`src/design/skf_pkg.sv`:
```
// Shared widths and register codes for the scalar Kalman filter.
package skf_pkg;

	localparam int DATA_W    = 32;           // Q.FRAC fields and registers
	localparam int ACC_W     = DATA_W + 1;   // prior + R, measurement - estimate
	localparam int CFG_IDX_W = 1;

	typedef enum logic [CFG_IDX_W-1:0] {
		REG_PROCESS_NOISE     = 1'b0,
		REG_MEASUREMENT_NOISE = 1'b1
	} cfg_reg_t;

endpackage

```
`src/design/skf_div.sv`:
```
// Restoring divider, one quotient bit per cycle, for the Kalman gain.
module skf_div #(
	parameter int QW = 17
) (
	input  logic                          clk,
	input  logic                          arst_n,
	input  logic                          start,
	input  logic [skf_pkg::DATA_W-1:0]    num,
	input  logic [skf_pkg::ACC_W-1:0]     den,
	output logic [QW-1:0]                 quo,
	output logic                          done
);

	localparam int CW = $clog2(QW);
	localparam int RW = skf_pkg::ACC_W + 1;

	logic          busy_q;
	logic          done_q;
	logic [CW-1:0] cnt_q;
	logic [RW-1:0] rem_q;
	logic [QW-1:0] quo_q;

	logic          ge;
	logic [RW-1:0] rem_sub;

	// num <= den here, so the remainder stays below den and fits ACC_W bits
	assign ge      = rem_q >= {1'b0, den};
	assign rem_sub = ge ? (rem_q - {1'b0, den}) : rem_q;

	always_ff @(posedge clk or negedge arst_n) begin
		if (!arst_n) begin
			busy_q <= 1'b0;
			done_q <= 1'b0;
			cnt_q  <= '0;
		end else begin
			done_q <= 1'b0;
			if (start) begin
				busy_q <= 1'b1;
				cnt_q  <= '0;
			end else if (busy_q) begin
				cnt_q <= cnt_q + 1'b1;
				if (cnt_q == CW'(QW - 1)) begin
					busy_q <= 1'b0;
					done_q <= 1'b1;
				end
			end
		end
	end

	always_ff @(posedge clk) begin
		if (start) begin
			rem_q <= {2'b00, num};
			quo_q <= '0;
		end else if (busy_q) begin
			rem_q <= {rem_sub[RW-2:0], 1'b0};
			quo_q <= {quo_q[QW-2:0], ge};
		end
	end

	assign quo  = quo_q;
	assign done = done_q;

endmodule

```
`src/design/skf_mul.sv`:
```
// Bit-serial shift-add multiplier: signed A times unsigned B, LSB of B first,
// result rounded half up and scaled down by 2^(BW-1).
module skf_mul #(
	parameter int AW = 33,
	parameter int BW = 17
) (
	input  logic                 clk,
	input  logic                 arst_n,
	input  logic                 start,
	input  logic signed [AW-1:0] a,
	input  logic [BW-1:0]        b,
	output logic signed [AW:0]   prod,
	output logic                 done
);

	localparam int CW = $clog2(BW);

	logic                 busy_q;
	logic                 done_q;
	logic [CW-1:0]        cnt_q;
	logic signed [AW-1:0] a_q;
	logic [BW-1:0]        bsh_q;
	logic signed [AW-1:0] hi_q;
	logic [1:0]           l_q;     // last two product bits shifted out

	logic signed [AW:0]   sum;

	assign sum = {hi_q[AW-1], hi_q} + (bsh_q[0] ? {a_q[AW-1], a_q} : {(AW+1){1'b0}});

	always_ff @(posedge clk or negedge arst_n) begin
		if (!arst_n) begin
			busy_q <= 1'b0;
			done_q <= 1'b0;
			cnt_q  <= '0;
		end else begin
			done_q <= 1'b0;
			if (start) begin
				busy_q <= 1'b1;
				cnt_q  <= '0;
			end else if (busy_q) begin
				cnt_q <= cnt_q + 1'b1;
				if (cnt_q == CW'(BW - 1)) begin
					busy_q <= 1'b0;
					done_q <= 1'b1;
				end
			end
		end
	end

	always_ff @(posedge clk) begin
		if (start) begin
			a_q   <= a;
			bsh_q <= b;
			hi_q  <= '0;
			l_q   <= '0;
		end else if (busy_q) begin
			hi_q  <= sum[AW:1];
			l_q   <= {sum[0], l_q[1]};
			bsh_q <= bsh_q >> 1;
		end
	end

	// floor((p + 2^(BW-2)) / 2^(BW-1)) = (p >>> (BW-1)) + p[BW-2]
	assign prod = $signed({hi_q, l_q[1]}) + $signed({{AW{1'b0}}, l_q[0]});
	assign done = done_q;

endmodule

```
`src/design/scalar_kalman_filter.sv`:
```
// One-dimensional Kalman filter (A = H = 1) in fixed point. Each non-restart
// word passes through adds for the prior and the denominator (ST_PRIOR,
// ST_DEN), GAIN_BITS+1 steps of a one-bit-per-cycle divider for the gain,
// then GAIN_BITS+1 steps of two bit-serial multipliers running side by side for
// the estimate correction and the posterior variance. A restart word goes
// straight from idle to the update state. One word is in flight at a time; a
// new word is accepted while the previous result still waits in the output
// register. Registers 0 (process noise) and 1 (measurement noise) are unsigned
// Q.FRAC_BITS and must be written only while the filter is idle.
module scalar_kalman_filter #(
	parameter int FRAC_BITS = 16,
	parameter int GAIN_BITS = 16
) (
	input  logic                                 clk,
	input  logic                                 arst_n,
	input  logic                                 cfg_we,
	input  logic [skf_pkg::CFG_IDX_W-1:0]        cfg_index,
	input  logic [skf_pkg::DATA_W-1:0]           cfg_data,
	input  logic                                 in_valid,
	output logic                                 in_ready,
	input  logic signed [skf_pkg::DATA_W-1:0]    measurement,
	input  logic                                 restart,
	output logic                                 out_valid,
	input  logic                                 out_ready,
	output logic signed [skf_pkg::DATA_W-1:0]    estimate,
	output logic [GAIN_BITS:0]                   gain,
	output logic [skf_pkg::DATA_W-1:0]           error_variance
);

	localparam int DW = skf_pkg::DATA_W;
	localparam int AW = skf_pkg::ACC_W;
	localparam int GW = GAIN_BITS + 1;

	localparam logic [DW-1:0] TEN_FIX   = DW'(64'd10 << FRAC_BITS);
	localparam logic [DW-1:0] PN_RESET  = DW'((64'd1 << FRAC_BITS) / 100);
	localparam logic [DW-1:0] MN_RESET  = DW'(64'd1 << FRAC_BITS);
	localparam logic [GW-1:0] GAIN_ONE  = {1'b1, {GAIN_BITS{1'b0}}};
	localparam logic signed [AW+1:0] EST_MAX = (AW+2)'(64'sd2147483647);
	localparam logic signed [AW+1:0] EST_MIN = (AW+2)'(-64'sd2147483648);

	typedef enum logic [2:0] {
		ST_IDLE,
		ST_PRIOR,
		ST_DEN,
		ST_DIV,
		ST_MUL,
		ST_UPD
	} state_t;

	state_t state_q;

	logic [DW-1:0]        pn_q;
	logic [DW-1:0]        mn_q;
	logic signed [DW-1:0] est_q;
	logic [DW-1:0]        var_q;

	logic signed [DW-1:0] meas_q;
	logic                 restart_q;
	logic [DW-1:0]        prior_q;
	logic [AW-1:0]        den_q;
	logic signed [AW-1:0] diff_q;
	logic [GW-1:0]        gain_q;
	logic signed [AW:0]   corr_q;
	logic [DW-1:0]        post_q;
	logic                 div_start_q;
	logic                 mul_start_q;

	logic                 out_valid_q;
	logic signed [DW-1:0] est_out_q;
	logic [GW-1:0]        gain_out_q;
	logic [DW-1:0]        var_out_q;

	logic [AW-1:0]        prior_sum;
	logic [DW-1:0]        prior_sat;
	logic [GW-1:0]        div_quo;
	logic                 div_done;
	logic signed [AW:0]   corr_prod;
	logic signed [AW:0]   post_prod;
	logic                 corr_done;
	logic                 post_done;
	logic signed [AW+1:0] est_sum;
	logic signed [DW-1:0] est_new;
	logic                 out_free;

	assign prior_sum = {1'b0, var_q} + {1'b0, pn_q};
	assign prior_sat = prior_sum[DW] ? {DW{1'b1}} : prior_sum[DW-1:0];

	assign est_sum = {{3{est_q[DW-1]}}, est_q} + {corr_q[AW], corr_q};

	always_comb begin
		if (est_sum > EST_MAX)
			est_new = {1'b0, {(DW-1){1'b1}}};
		else if (est_sum < EST_MIN)
			est_new = {1'b1, {(DW-1){1'b0}}};
		else
			est_new = est_sum[DW-1:0];
	end

	assign out_free = !out_valid_q || out_ready;

	skf_div #(
		.QW(GW)
	) u_div (
		.clk   (clk),
		.arst_n(arst_n),
		.start (div_start_q),
		.num   (prior_q),
		.den   (den_q),
		.quo   (div_quo),
		.done  (div_done)
	);

	skf_mul #(
		.AW(AW),
		.BW(GW)
	) u_mul_corr (
		.clk   (clk),
		.arst_n(arst_n),
		.start (mul_start_q),
		.a     (diff_q),
		.b     (gain_q),
		.prod  (corr_prod),
		.done  (corr_done)
	);

	skf_mul #(
		.AW(AW),
		.BW(GW)
	) u_mul_var (
		.clk   (clk),
		.arst_n(arst_n),
		.start (mul_start_q),
		.a     ($signed({1'b0, prior_q})),
		.b     (GAIN_ONE - gain_q),
		.prod  (post_prod),
		.done  (post_done)
	);

	// config registers
	always_ff @(posedge clk or negedge arst_n) begin
		if (!arst_n) begin
			pn_q <= PN_RESET;
			mn_q <= MN_RESET;
		end else if (cfg_we) begin
			case (skf_pkg::cfg_reg_t'(cfg_index))
				skf_pkg::REG_PROCESS_NOISE:     pn_q <= cfg_data;
				skf_pkg::REG_MEASUREMENT_NOISE: mn_q <= cfg_data;
				default: ;
			endcase
		end
	end

	// sequencer, filter state and output register
	always_ff @(posedge clk or negedge arst_n) begin
		if (!arst_n) begin
			state_q     <= ST_IDLE;
			est_q       <= '0;
			var_q       <= TEN_FIX;
			div_start_q <= 1'b0;
			mul_start_q <= 1'b0;
			out_valid_q <= 1'b0;
		end else begin
			div_start_q <= 1'b0;
			mul_start_q <= 1'b0;
			// ST_UPD sets or holds the output word itself
			if (out_valid_q && out_ready && state_q != ST_UPD)
				out_valid_q <= 1'b0;
			case (state_q)
				ST_IDLE: begin
					if (in_valid) begin
						state_q <= restart ? ST_UPD : ST_PRIOR;
					end
				end
				ST_PRIOR: begin
					state_q <= ST_DEN;
				end
				ST_DEN: begin
					div_start_q <= 1'b1;
					state_q     <= ST_DIV;
				end
				ST_DIV: begin
					if (div_done) begin
						mul_start_q <= 1'b1;
						state_q     <= ST_MUL;
					end
				end
				ST_MUL: begin
					if (corr_done && post_done)
						state_q <= ST_UPD;
				end
				ST_UPD: begin
					if (out_free) begin
						out_valid_q <= 1'b1;
						state_q     <= ST_IDLE;
						if (restart_q) begin
							est_q <= meas_q;
							var_q <= TEN_FIX;
						end else begin
							est_q <= est_new;
							var_q <= post_q;
						end
					end
				end
				default: state_q <= ST_IDLE;
			endcase
		end
	end

	// datapath registers
	always_ff @(posedge clk) begin
		if (state_q == ST_IDLE && in_valid) begin
			meas_q    <= measurement;
			restart_q <= restart;
		end
		if (state_q == ST_PRIOR)
			prior_q <= prior_sat;
		if (state_q == ST_DEN) begin
			den_q  <= {1'b0, prior_q} + {1'b0, mn_q};
			diff_q <= {meas_q[DW-1], meas_q} - {est_q[DW-1], est_q};
		end
		// zero denominator only when prior and R are both zero: gain 0
		if (state_q == ST_DIV && div_done)
			gain_q <= (den_q == '0) ? '0 : div_quo;
		if (state_q == ST_MUL && corr_done && post_done) begin
			corr_q <= corr_prod;
			post_q <= post_prod[DW-1:0];
		end
		if (state_q == ST_UPD && out_free) begin
			if (restart_q) begin
				est_out_q  <= meas_q;
				gain_out_q <= '0;
				var_out_q  <= TEN_FIX;
			end else begin
				est_out_q  <= est_new;
				gain_out_q <= gain_q;
				var_out_q  <= post_q;
			end
		end
	end

	assign in_ready       = (state_q == ST_IDLE);
	assign out_valid      = out_valid_q;
	assign estimate       = est_out_q;
	assign gain           = gain_out_q;
	assign error_variance = var_out_q;

endmodule
```
`config.mk`:
```
export PLATFORM = sky130hd
export DESIGN_NAME = scalar_kalman_filter
export DESIGN_NICKNAME = d
export VERILOG_FILES = /design/src/design/skf_pkg.sv /design/src/design/skf_div.sv /design/src/design/skf_mul.sv /design/src/design/scalar_kalman_filter.sv
export SDC_FILE = /design/constraint.sdc
export NUM_CORES = 1
export LEC_CHECK = 0
export ABC_AREA = 1
export BUFFER_PORTS_ARGS = -buffer_cell sky130_fd_sc_hd__clkbuf_2
export CORE_MARGIN = 4
export CORE_UTILIZATION = 45
export DETAILED_ROUTE_END_ITERATION = 8
export PLACE_DENSITY = 0.62
export REMOVE_ABC_BUFFERS = 1
export SLEW_MARGIN = 25
export SYNTH_ARGS = -nofsm -noshare
export SYNTH_HDL_FRONTEND = slang
export SYNTH_SLANG_ARGS = --single-unit
export TNS_END_PERCENT = 1
```
`constraint.sdc`:
```
create_clock -name clk -period 12.6 [get_ports clk]
set_input_delay 2.52 -clock clk [delete_from_list [all_inputs] [get_ports clk]]
set_output_delay 2.52 -clock clk [all_outputs]
set_load 0.02 [all_outputs]
```
==> PnR_summary.wiki <==
{| class="wikitable"
! Metric !! Value
|-
| Latest clock arrival within the worst-skew pair || 0.63 ns
|-
| Setup clock skew after layout || 0.0189 ns
|-
| Average cell area after synthesis || 8.32 um2
|-
| Post-synth EDFFs || around 430
|-
| Crit path required time || between 10 and 15 ns
|-
| Post-DR wirelength/cell || 18.7 um
|-
| Ports || roughly 150
|-
| Worst vdd ir || 0.000121 V
|-
| Power density over the cells || between 200 and 300 nW/um2
|-
| Number of global-route vias before repair || 31200
|-
| Placer Congestion || 0.973
|-
| Setup repair after global routing missed its margin || no
|-
| Pin count of the biggest net entering global routing || 75
|-
| Placement row count || 107
|-
| Via density || 5.26
|-
| Distinct cell type count of the synthesized netlist || 58
|-
| Category of the most critical setup path || in -> reg
|-
| Vertical die dimension || 303 um
|-
| Sort of element at the start of the critical path || primary input
|-
| Routed Antenna Nets || 0
|-
| Synth Cell Area || 39200 um2
|-
| Number of warnings issued by yosys || 0
|-
| Flip-flop cell with the highest count after synthesis || edfxtp_1
|-
| Gr ovfl total || 0
|-
| Root Buffer Master || clkbuf_16
|-
| Hold_buf cts || 0
|-
| Relative slew slack || around 30%
|-
| Final worst hold slack || roughly 0.41 ns
|-
| Total design power || 0.0114 W
|-
| First-pass GRT wire length || 174000 um
|-
| Number of DRC violations after detailed routing || 0
|-
| Post-synthesis sequential area ratio || 47.1%
|-
| Number of clock sinks || 670
|-
| Proportion of register bits with asynchronous set or reset after synthesis || 23.1%
|-
| Minimum period implied by the final worst setup slack || 4.64 ns
|-
| Syn Inst Count || 4708
|-
| Achievable clock frequency || 0.216 GHz
|-
| Share of post-route cells with drive strength above 1 || 7.22%
|-
| Chip width || 303 um
|-
| Global-route usage over all layers || 24.5%
|-
| Effective utilization at floorplan || 45.6%
|-
| DR iter-0 viols || 2414
|-
| Clock transition at the register clock pins on the worst setup and hold paths after CTS || 0.06 ns
|-
| Worst Setup Slack, final || 7.96 ns
|-
| Transition time of the tightest slew-check pin || around 1.0 ns
|-
| Worst-path maximum fanout || 74
|-
| H-tree level count || 3
|-
| Sequential power share || 32.7%
|-
| Number of vias in the routed layout || 32000
|-
| Largest buffer count on any clock path || 3
|-
| Initial DRT Pass Iterations || 5
|-
| IO Port Bufs || 153
|-
| Result of the run || complete, no violations
|-
| Final setup violating endpoints || 0
|-
| Postcts setup bufs || 0
|-
| Clock tree from TritonCTS || built
|-
| Part of the total power dissipated in the clock network || 20.6%
|-
| PostCTS Resize Cnt || 0
|-
| CTS Buf Count || slightly below 80
|-
| Leading cell types by total area after synthesis || edfxtp_1 (33%), nand2_1 (11%), dfrtp_1 (9.3%)
|-
| Die outline area || between 90000 and 100000 um2
|-
| Area growth from synthesis to layout || 12.1%
|-
| DPL Wire Length || 86400 um
|-
| Switching power || ~0.005 W
|-
| Minimum setup slack after placement || 7.39 ns
|-
| Signal arrival time at the worst endpoint || 4.89 ns
|-
| Area of the placeable core || ~86000 um2
|-
| Number of max-capacitance violations reported || 0
|-
| Final hold violation count || 0
|-
| Path class of the lowest-slack min-delay path || reg -> reg
|-
| Crit. End Element || flop
|-
| Combinational group share of total power || 46.7%
|-
| Area fraction of the dominant cell type after synthesis || roughly a third
|-
| Initial antenna violation count || 2
|-
| Sw Share || a little over two fifths
|-
| Post-synthesis register bit count || 670
|-
| Ratio of final minimum period to clock period || 36.8%
|-
| Net count reported at finish || ~5200
|-
| Lkg Pwr || about 20 nW
|-
| Detailed-route wire length || 114000 um
|-
| Library cell occupying the most area in the post-synthesis netlist || edfxtp_1
|-
| Count of final max-slew check failures || 0
|-
| Total Neg Setup Slack || 0 ns
|-
| Cell-internal power || 0.00639 W
|}
[cell type report]
type                            count  area (um2)
Antenna cell                        1        2.50
Clock buffer                       96        2120
Clock inverter                     47         514
Fill cell                        8186       41900
Inverter                          693        2610
Multi-Input combinational cell   3248       17700
Sequential cell                   670       18500
Tap cell                         1144        1430
Timing Repair Buffer              179         991
[layout by cell type (no fill, tap or decap), drive strengths merged, types with 7 or more instances in the layout]
master  Yosys  routed
nand3     200     200
nand2    1178    1178
buf        27      27
bufinv      0       9
xor2      148     148
a31oi      11      11
or2        16      16
o21bai     33      33
clkinv      4      32
nor3       74      74
dfstp       9       9
nand4      32      32
fa          7       7
o21a       10      10
dfxtp      89      89
nor2      399     399
clkbuf     70     248
a21boi     42      42
a21oi     299     299
inv       689     694
dfrtp     146     146
edfxtp    426     426
a21o       31      31
xnor2      57      57
o211ai     38      38
ha        239     239
nor4       34      34
o22ai      23      23
o21ai     333     333
[critical path, stage by stage]
cell and delay [ns]:
clkbuf_2 0.08, inv_1 0.04, nand2_1 0.10, nand2_2 0.06, buf_4 0.38, inv_6 0.64
buf_4 0.79
[cell usage after synthesis (all sizes together), types with 3 or more instances]
cell type	instances
nand2	1178
inv	689
edfxtp	426
nor2	399
o21ai	333
a21oi	299
ha	239
nand3	200
xor2	148
dfrtp	146
dfxtp	89
nor3	74
clkbuf	70
xnor2	57
a21boi	42
o211ai	38
nor4	34
o21bai	33
nand4	32
a21o	31
buf	27
o22ai	23
or2	16
a31oi	11
o21a	10
dfstp	9
fa	7
and2	6
o221ai	5
a221oi	4
clkinv	4
nand3b	4
o31ai	4
a22oi	3
o2bb2ai	3
o32ai	3
[through the flow]
step / utilization [%] / instances / instance area (um2)
2_1_floorplan: - / 4611 / 38700
3_3_place_gp: 48.0 / 5932 / 41200
3_5_place_dp: 48.0 / 5932 / 41200
4_1_cts: 51.1 / 6075 / 43800
5_1_grt: 51.1 / 6077 / 43900
6_report: 51.1 / 6078 / 43900
[power groups by stage]
| stage | clock network (W) | logic [W] | registers, W |
|---|---|---|---|
| 4_1_cts | 0.00239 | 0.00527 | 0.00372 |
| 3_5_place_dp | 0 | 0.00522 | 0.00375 |
| 5_1_grt | 0.00248 | 0.00598 | 0.00376 |
| 3_3_place_gp | 0 | 0.00520 | 0.00375 |
| 2_1_floorplan | 0 | 0.00376 | 0.00360 |
| 6_report | 0.00234 | 0.00530 | 0.00371 |
[logic make-up after synthesis]
kind of cell	share of synthesized area, %
DFF	47.1
AOI/OAI and AO/OA	12.3
and+or+nand+nor	20.2
xor gates and xnor gates	4.58
buffers and inverters	7.72
adders and majority gates	7.99
[metal layers]
| metal | share of wire (%) | track usage [%] | wire (um) |
|---|---|---|---|
| met5 | 0 | 0 | 0 |
| met4 | 3.8 | 8.68 | 4350 |
| met3 | 4.5 | 3.13 | 5110 |
| met2 | 47 | 41.9 | 53800 |
| met1 | 44 | 32.1 | 50500 |
[worst paths after layout]
check | from | end | slack [ns] | depth (start not counted)
setup / recovery | out_ready | error_variance[27] | 7.96 | 7
hold / removal | diff_q[7] | u_mul_corr.a_q[7] | 0.41 | 0
setup reg to reg | est_q[0] | estimate[11] | 8.60 | 16
hold reg to reg | diff_q[7] | u_mul_corr.a_q[7] | 0.41 | 0
max in group asynchronous | arst_n | mn_q[13] | 9.66 | 2
min in group asynchronous | arst_n | u_mul_var.busy_q | 1.78 | 1
[state kept, by name, summed over array words and instances, names as in the netlist, 17 cells and up]
register,flops
u_div.quo,17
corr_q,34
meas_q,32
u_mul_var.hi_q,33
u_mul_var.a_q,32
u_mul_var.bsh_q,17
u_div.rem_q,34
estimate,32
gain_q,17
u_mul_corr.hi_q,33
diff_q,33
gain,17
est_q,32
den_q,33
pn_q,32
mn_q,32
u_mul_corr.a_q,33
error_variance,32
prior_q,32
post_q,32
var_q,32
u_mul_corr.bsh_q,17
No activity file was read; power rests on OpenSTA's default activity.
